==> config.mk <==
export PLATFORM = sky130hd
export DESIGN_NAME = ggm_ctrl
export DESIGN_NICKNAME = d
export VERILOG_FILES = /design/src/rtl/ggm_pkg.sv /design/src/rtl/ggm_ctrl.sv
export SDC_FILE = /design/constraint.sdc
export NUM_CORES = 1
export LEC_CHECK = 0
export CORE_UTILIZATION = 35
export DETAILED_ROUTE_END_ITERATION = 12
export DONT_BUFFER_PORTS = 1
export SYNTH_ARGS = -nofsm -noshare
export SYNTH_HDL_FRONTEND = slang
export SYNTH_SLANG_ARGS = --single-unit
==> constraint.sdc <==
create_clock -name clk -period 6.65 [get_ports clk]
set_input_delay 1.995 -clock clk [delete_from_list [all_inputs] [get_ports clk]]
set_output_delay 1.995 -clock clk [all_outputs]
set_load 0.01 [all_outputs]
==> src/rtl/ggm_pkg.sv <==
package ggm_pkg;

    // window ROM geometry
    localparam int WIN_SIZE = 1024;
    localparam int WIN_AW   = 10;

    localparam int CFG_W = 17;
    localparam logic [15:0] GAIN_RESET = 16'd4096;

    localparam logic [63:0] WIN_N   = 64'(WIN_SIZE);
    localparam logic [63:0] ONE_Q30 = 64'd1 << 30;
    localparam logic [63:0] HALF_Q30 = 64'd1 << 29;
    localparam logic [63:0] PI_Q30  = 64'd3373259426;

    typedef enum logic [1:0] {
        CMD_LOAD  = 2'd0,
        CMD_SPAWN = 2'd1,
        CMD_TICK  = 2'd2
    } cmd_e;

    typedef enum logic [1:0] {
        REG_WINDOW_SHAPE  = 2'd0,
        REG_SAMPLE_COUNT  = 2'd1,
        REG_STEREO_SOURCE = 2'd2,
        REG_OUTPUT_GAIN   = 2'd3
    } reg_e;

    typedef struct packed {
        logic [31:0] start;
        logic [19:0] len;
        logic [19:0] offset;
        logic [15:0] rate;
        logic        backwards;
        logic [15:0] amp;
        logic [15:0] pan_l;
        logic [15:0] pan_r;
    } slot_t;

    typedef struct packed {
        logic accept;
        logic slot_clr;
        logic slot_inc;
        logic slot_rd;
        logic spawn_wr;
        logic grain_end;
        logic calc_prod;
        logic calc_idx;
        logic st_rd1;
        logic st_rd2;
        logic interp;
        logic amp_mul;
        logic div_start;
        logic rom_rd;
        logic win_mul;
        logic pan_mul;
        logic acc_clr;
        logic acc_wb;
        logic fin_mul;
        logic fin_out;
    } ctl_cmd_t;

    typedef struct packed {
        logic cnt_zero;
        logic slot_active;
        logic last_slot;
        logic grain_done;
        logic out_range;
        logic div_done;
        logic out_free;
    } dp_stat_t;

    function automatic logic [63:0] sin_q30(input logic [63:0] x);
        logic [63:0] x2;
        logic [63:0] term;
        longint      sum;
        x2   = (x * x) >> 30;
        term = x;
        sum  = longint'(x);
        term = ((term * x2) >> 30) / 64'd6;   sum = sum - longint'(term);
        term = ((term * x2) >> 30) / 64'd20;  sum = sum + longint'(term);
        term = ((term * x2) >> 30) / 64'd42;  sum = sum - longint'(term);
        term = ((term * x2) >> 30) / 64'd72;  sum = sum + longint'(term);
        term = ((term * x2) >> 30) / 64'd110; sum = sum - longint'(term);
        term = ((term * x2) >> 30) / 64'd156; sum = sum + longint'(term);
        term = ((term * x2) >> 30) / 64'd210; sum = sum - longint'(term);
        if (sum < 0)
            sum = 0;
        if (sum > longint'(ONE_Q30))
            sum = longint'(ONE_Q30);
        return 64'(sum);
    endfunction

    function automatic logic [63:0] exp_neg_q30(input logic [63:0] z);
        logic [63:0] term;
        logic [63:0] e;
        longint      sum;
        term = ONE_Q30;
        sum  = longint'(ONE_Q30);
        term = (term * z) >> 30;                sum = sum - longint'(term);
        term = ((term * z) >> 30) / 64'd2;      sum = sum + longint'(term);
        term = ((term * z) >> 30) / 64'd3;      sum = sum - longint'(term);
        term = ((term * z) >> 30) / 64'd4;      sum = sum + longint'(term);
        term = ((term * z) >> 30) / 64'd5;      sum = sum - longint'(term);
        term = ((term * z) >> 30) / 64'd6;      sum = sum + longint'(term);
        term = ((term * z) >> 30) / 64'd7;      sum = sum - longint'(term);
        term = ((term * z) >> 30) / 64'd8;      sum = sum + longint'(term);
        term = ((term * z) >> 30) / 64'd9;      sum = sum - longint'(term);
        term = ((term * z) >> 30) / 64'd10;     sum = sum + longint'(term);
        if (sum < 0)
            sum = 0;
        if (sum > longint'(ONE_Q30))
            sum = longint'(ONE_Q30);
        e = 64'(sum);
        // e^(-z) squared three times, giving e^(-8z)
        e = (e * e + HALF_Q30) >> 30;
        e = (e * e + HALF_Q30) >> 30;
        e = (e * e + HALF_Q30) >> 30;
        return e;
    endfunction

    function automatic logic [15:0] q30_to_q15(input logic [63:0] v);
        logic [63:0] r;
        r = (v + (64'd1 << 14)) >> 15;
        if (r > 64'd32768)
            r = 64'd32768;
        return r[15:0];
    endfunction

    function automatic logic [15:0] win_entry(input logic [1:0] shape, input logic [63:0] k);
        logic [63:0] k2;
        logic [63:0] d;
        logic [63:0] kr;
        logic [63:0] s;
        logic [63:0] z;
        logic [63:0] tri_v;
        logic [15:0] res;
        k2    = 64'd2 * k;
        d     = (k2 >= WIN_N) ? k2 - WIN_N : WIN_N - k2;
        kr    = (k <= WIN_N - k) ? k : WIN_N - k;
        s     = sin_q30((PI_Q30 * kr) / WIN_N);
        z     = ((64'd9 * d * d) << 26) / (WIN_N * WIN_N);
        tri_v = ((WIN_N - d) * 64'd32768 + WIN_N / 64'd2) / WIN_N;
        case (shape)
            2'd0:    res = q30_to_q15(s);
            2'd1:    res = q30_to_q15((s * s + HALF_Q30) >> 30);
            2'd2:    res = q30_to_q15(exp_neg_q30(z));
            default: res = tri_v[15:0];
        endcase
        return res;
    endfunction

endpackage

==> src/rtl/ggm_ctrl.sv <==
module ggm_ctrl (
    input  logic               clk,
    input  logic               rst_n,
    input  logic               in_valid,
    input  logic [1:0]         in_command,
    input  ggm_pkg::dp_stat_t  stat,
    output logic               in_ready,
    output ggm_pkg::ctl_cmd_t  cmd
);

    typedef enum logic [14:0] {
        S_IDLE  = 15'b000000000000001,
        S_SPAWN = 15'b000000000000010,
        S_TRD   = 15'b000000000000100,
        S_TCHK  = 15'b000000000001000,
        S_TIDX  = 15'b000000000010000,
        S_TRNG  = 15'b000000000100000,
        S_TRD2  = 15'b000000001000000,
        S_TINT  = 15'b000000010000000,
        S_TAMP  = 15'b000000100000000,
        S_TWIN  = 15'b000001000000000,
        S_TMW   = 15'b000010000000000,
        S_TPAN  = 15'b000100000000000,
        S_TACC  = 15'b001000000000000,
        S_FIN1  = 15'b010000000000000,
        S_FIN2  = 15'b100000000000000
    } state_t;

    state_t state_reg, state_next;
    logic   accept;

    assign in_ready = (state_reg == S_IDLE);
    assign accept   = in_valid && in_ready;

    always_ff @(posedge clk or negedge rst_n)
    begin
        if (!rst_n)
            state_reg <= S_IDLE;
        else
            state_reg <= state_next;
    end

    always_comb
    begin
        state_next = state_reg;
        cmd        = '0;
        cmd.accept = accept;
        case (state_reg)
            S_IDLE:
            begin
                if (accept)
                begin
                    if (in_command == ggm_pkg::CMD_SPAWN && !stat.cnt_zero)
                    begin
                        cmd.slot_clr = 1'b1;
                        state_next   = S_SPAWN;
                    end
                    else if (in_command == ggm_pkg::CMD_TICK)
                    begin
                        cmd.slot_clr = 1'b1;
                        cmd.acc_clr  = 1'b1;
                        state_next   = stat.cnt_zero ? S_FIN1 : S_TRD;
                    end
                end
            end
            S_SPAWN:
            begin
                if (!stat.slot_active)
                begin
                    cmd.spawn_wr = 1'b1;
                    state_next   = S_IDLE;
                end
                else if (stat.last_slot)
                    state_next = S_IDLE;
                else
                    cmd.slot_inc = 1'b1;
            end
            S_TRD:
            begin
                if (stat.slot_active)
                begin
                    cmd.slot_rd = 1'b1;
                    state_next  = S_TCHK;
                end
                else if (stat.last_slot)
                    state_next = S_FIN1;
                else
                    cmd.slot_inc = 1'b1;
            end
            S_TCHK:
            begin
                if (stat.grain_done)
                begin
                    cmd.grain_end = 1'b1;
                    if (stat.last_slot)
                        state_next = S_FIN1;
                    else
                    begin
                        cmd.slot_inc = 1'b1;
                        state_next   = S_TRD;
                    end
                end
                else
                begin
                    cmd.calc_prod = 1'b1;
                    state_next    = S_TIDX;
                end
            end
            S_TIDX:
            begin
                cmd.calc_idx = 1'b1;
                state_next   = S_TRNG;
            end
            S_TRNG:
            begin
                if (stat.out_range)
                begin
                    cmd.grain_end = 1'b1;
                    if (stat.last_slot)
                        state_next = S_FIN1;
                    else
                    begin
                        cmd.slot_inc = 1'b1;
                        state_next   = S_TRD;
                    end
                end
                else
                begin
                    cmd.st_rd1    = 1'b1;
                    cmd.div_start = 1'b1;
                    state_next    = S_TRD2;
                end
            end
            S_TRD2:
            begin
                cmd.st_rd2 = 1'b1;
                state_next = S_TINT;
            end
            S_TINT:
            begin
                cmd.interp = 1'b1;
                state_next = S_TAMP;
            end
            S_TAMP:
            begin
                cmd.amp_mul = 1'b1;
                state_next  = S_TWIN;
            end
            S_TWIN:
            begin
                if (stat.div_done)
                begin
                    cmd.rom_rd = 1'b1;
                    state_next = S_TMW;
                end
            end
            S_TMW:
            begin
                cmd.win_mul = 1'b1;
                state_next  = S_TPAN;
            end
            S_TPAN:
            begin
                cmd.pan_mul = 1'b1;
                state_next  = S_TACC;
            end
            S_TACC:
            begin
                cmd.acc_wb = 1'b1;
                if (stat.last_slot)
                    state_next = S_FIN1;
                else
                begin
                    cmd.slot_inc = 1'b1;
                    state_next   = S_TRD;
                end
            end
            S_FIN1:
            begin
                cmd.fin_mul = 1'b1;
                state_next  = S_FIN2;
            end
            S_FIN2:
            begin
                if (stat.out_free)
                begin
                    cmd.fin_out = 1'b1;
                    state_next  = S_IDLE;
                end
            end
            default:
                state_next = S_IDLE;
        endcase
    end

endmodule

# [Word level (Yosys, flattened, before mapping)]
# Cells that the tools add are included.
[word_totals] regBits=15 output_inout_bits=21 wordCells=78
[op_classes] eq_ne=23 mux=50 n_reduce_logical=4
[op_table] cell="case mux 15 bit (15 select lines)" count=1
[op_table] cell="2-to-1 mux 15 bit" count=11
[op_table] cell="2-to-1 mux 1 bit" count=34
[op_table] cell="2-to-1 mux 14 bit" count=2
[op_table] cell="equality test 15 x 1 -> 1 bit, second input constant" count=1
[op_table] cell="equality test 15 x 10 -> 1 bit, second input constant" count=1
[op_table] cell="equality test 15 x 11 -> 1 bit, second input constant" count=1
[op_table] cell="equality test 15 x 12 -> 1 bit, second input constant" count=1
[op_table] cell="equality test 15 x 13 -> 1 bit, second input constant" count=1
[op_table] cell="equality test 15 x 14 -> 1 bit, second input constant" count=1
[op_table] cell="equality test 15 bit, second input constant" count=1
[op_table] cell="equality test 15 x 2 -> 1 bit, second input constant" count=1
[op_table] cell="equality test 15 x 3 -> 1 bit, second input constant" count=1
[op_table] cell="equality test 15 x 4 -> 1 bit, second input constant" count=1
[op_table] cell="equality test 15 x 5 -> 1 bit, second input constant" count=1
[op_table] cell="equality test 15 x 6 -> 1 bit, second input constant" count=1
[op_table] cell="equality test 15 x 7 -> 1 bit, second input constant" count=1
[op_table] cell="equality test 15 x 8 -> 1 bit, second input constant" count=1
[op_table] cell="equality test 15 x 9 -> 1 bit, second input constant" count=1
[op_table] cell="inequality test 3 bit, second input constant" count=2
[op_table] cell="AND reduction 6 bit" count=1
[op_table] cell="case mux 1 bit (5 select lines)" count=1
[op_table] cell="inequality test 2 bit, second input constant" count=2
[op_table] cell="inequality test 3 x 1 -> 1 bit, second input constant" count=1
[op_table] cell="6 further kinds" count=7

# [Logic depth before layout (Yosys ltp)]
[depth] depth_word=5 ltp_mapped=7 mapped_depth_nobuf=6

# [Worst setup path after synthesis]
# Ideal clock, no wire load.
[synth_path] path_kind="input to output" start="input stat[3] in the netlist's numbering" end="output cmd[17] in the netlist's numbering" arrival_time_ns=2.838 required_ns=4.655 slack_ns=1.817 path_stages=5 path_buffers=0 cell_sequence="nand4_1 a21oi_1 o21bai_1 a21oi_1 nor2_1"
[synth_lines] element="start: declaration" line="ggm_ctrl.sv:6" source="input ggm_pkg::dp_stat_t stat,"
[synth_lines] element="end: declaration" line="ggm_ctrl.sv:8" source="output ggm_pkg::ctl_cmd_t cmd"

==> flow_summary.ini <==
[run_status]
status = finished, final reports clean

[power_and_ir_drop]
p_leak_nw = 0.5221
total_power_w = 0.0003567
vdd_drop_max_v = 0.0001619
power-per-cell-area_nw_per_um2 = 285.3

[sta]
rsz0062_at_grt = no
max_slew_margin = 0.3076
layout_setup_ws_ns = 1.608
finalSetupViolations = 0
fmax_mhz = 198.4
fin_worst_hold_slack_ns = 0.6290
worstMarginPinSlew_ns = 1.029
timing.final.crit_share = 0.7581
min_period_ns = 5.042
worst_clock_skew_ns = 0.002642
setup_tns_ns = 0
hold_viol_final = 0
maxSlewViolCount = 0

[synth]
syn_area_um2 = 1247
synthDistinctLibCells = 48
avgSynthCellArea_um2 = 8.261
async_flop_share = 1.000
synth_flop_cell = dfrtp_1
synth_nets = 163
yosysWarnings = 0
synthCells = 151
synth_edf_count = 0
ys_ff_latch = 15
ys_seq_area_frac = 0.3019

[clocking]
cts_hold_buf = 0
ctsResizeCount = 0
clk_latency_ns = 0.28
clk_pin_slew_ns = 0.09
cts_made_buffers = 3
h-tree-depth = 1
cts_setup_buffers = 0
cts_max_path_buffers = 2
cts_num_sinks = 15
cts_tree = built
cts-root-buf = clkbuf_4

[worst_hold_path]
min_path_type = flip-flop to flip-flop

[setup_path]
rrSetupSlack_ns = 4.12
critical_path.slowest_cell = a21oi_1
crit_family = compound AO/OA/AOI/OAI gates
startpoint_type = input port
crit_type = input port to output port
crit_arrival_ns = 3.05
cp.required_ns = 4.66
crit_buf_inv = 0
worstPathCellList = nand4_1 -> a21oi_1 -> o21bai_1 -> a21oi_1 -> nor2_1
cpMostUsedCell = a21oi_1
endpoint_kind = output port
cp_max_fo = 4
slowest_delay_ns = 0.46

[detailed_routing]
drc = 0
vias = 1098
first_pass_iters = 4
antenna_left = 0
post_drt_wl_per_cell_um = 16.11
drtIter0Drc = 50
drt-vias-per-instance = 5.903
wl_mm = 2.996

[floorplan]
rows = 21
core_area_um2 = 3363
start_util = 0.3709
die_w_um = 61.70
fp.dieH_um = 61.70
ios = 33
dieArea_um2 = 3807

[cells_and_area]
fillerInstances = 385
multiInputGateArea_um2 = 785.8
layout-drive-gt1-share = 0.1071
synthToLayoutAreaGrowth_pct = 0.2007
seq_area_um2 = 376.6
largest_reg_flops = 15
n_antenna_cell = 0
fin_cells = 186
layout.nets = 153

[placement]
place_congestion = 0.7583
pre_cts_ws_ns = 1.613
post-dp-hpwl_mm = 2.243
io_buffers = 0
dp.cells = 182

[global_routing]
grt_pass1_vias = 983
grt.overflow.total = 0
grt_max_degree = 16
antenna_found_initial = 0
grt_usage = 0.1696
grt_pass1_wl_mm = 4.733

[flow_run]
maxCapViolations = 0
## final cells by class
type,count,area share
clock buffers,4,0.02102
well taps,46,0.04605
inverters,1,0.003003
flip-flops and latches,15,0.3013
multi-input cells,120,0.6286
## synthesized netlist by cell type, types with 3 or more instances
library cell / count / area, um2
nand2_1: 11 / 41.29
nand3_1: 8 / 40.04
buf_2: 3 / 15.01
a21oi_1: 5 / 25.02
nor4_1: 5 / 31.28
o21ai_0: 5 / 25.02
nor3b_1: 10 / 75.07
buf_4: 3 / 22.52
nor2_1: 18 / 67.56
nor4b_1: 4 / 35.03
xor2_1: 6 / 52.55
dfrtp_1: 14 / 350.3
clkbuf_1: 5 / 18.77
nor3_1: 8 / 40.04
## through the flow
step           utilization  cell area [um2]
2_1_floorplan            -             1247
3_3_place_gp        0.3638             1224
3_5_place_dp        0.3638             1224
4_1_cts             0.3717             1250
5_1_grt             0.3717             1250
6_report            0.3717             1250
## cells by family after synthesis
family,share of synthesized area
AND/OR/NAND/NOR,0.4814
AO/OA/AOI/OAI,0.09929
buffers and inverters,0.06820
flip-flops,0.3019
XOR/XNOR,0.04915
## report_power, final
part,internal (W),leakage (nW),switching (W)
combinational,0.0000653,0.302,0.000108
sequential,0.000103,0.205,0.0000272
clock,0.0000233,0.0150,0.0000299
## per-layer routing
metal / vias up / GRT usage / share of wire
li1: 535 / - / -
met1: 526 / 0.2348 / 0.47
met2: 35 / 0.2611 / 0.46
met3: 2 / 0.03313 / 0.062
met4: 0 / 0.06667 / 0.0070
met5: - / 0 / 0
## worst reg2reg max path: stages (launching register included)
cell and delay, ns:
dfrtp_1 0.53, nor4_1 0.63, nand2_1 0.11, nor4_1 0.80
o21ai_0 0.21, a31oi_1 0.17
## final timing paths
kind                            endpoint           from  cells after the start
min reg2reg                state_reg[11]  state_reg[11]                      1
max                              cmd[17]        stat[2]                      5
max in group asynchronous   state_reg[0]          rst_n                      0
max reg2reg                state_reg[13]   state_reg[2]                      5
min in group asynchronous  state_reg[10]          rst_n                      0
min                        state_reg[11]  state_reg[11]                      1
## layout by cell type (no fill, tap or decap), types with 2 or more instances in the layout
| cell type | count |
|---|---|
| and3_1 | 2 |
| o21ai_0 | 5 |
| dfrtp_1 | 14 |
| nor4_1 | 5 |
| nand4_1 | 2 |
| nor2_1 | 18 |
| nand3b_1 | 2 |
| a21oi_1 | 5 |
| nand2b_1 | 2 |
| nand2_1 | 11 |
| nor3_1 | 8 |
| xor2_1 | 6 |
| nor4b_1 | 4 |
| o21bai_1 | 2 |
| clkbuf_4 | 3 |
| and4_1 | 2 |
| nand4b_1 | 2 |
| nor2b_1 | 2 |
| or4_4 | 2 |
| nor3b_1 | 10 |
| nand3_2 | 2 |
| nand3_1 | 8 |
| nor4bb_1 | 2 |
No activity file was read; power rests on OpenSTA's default activity.
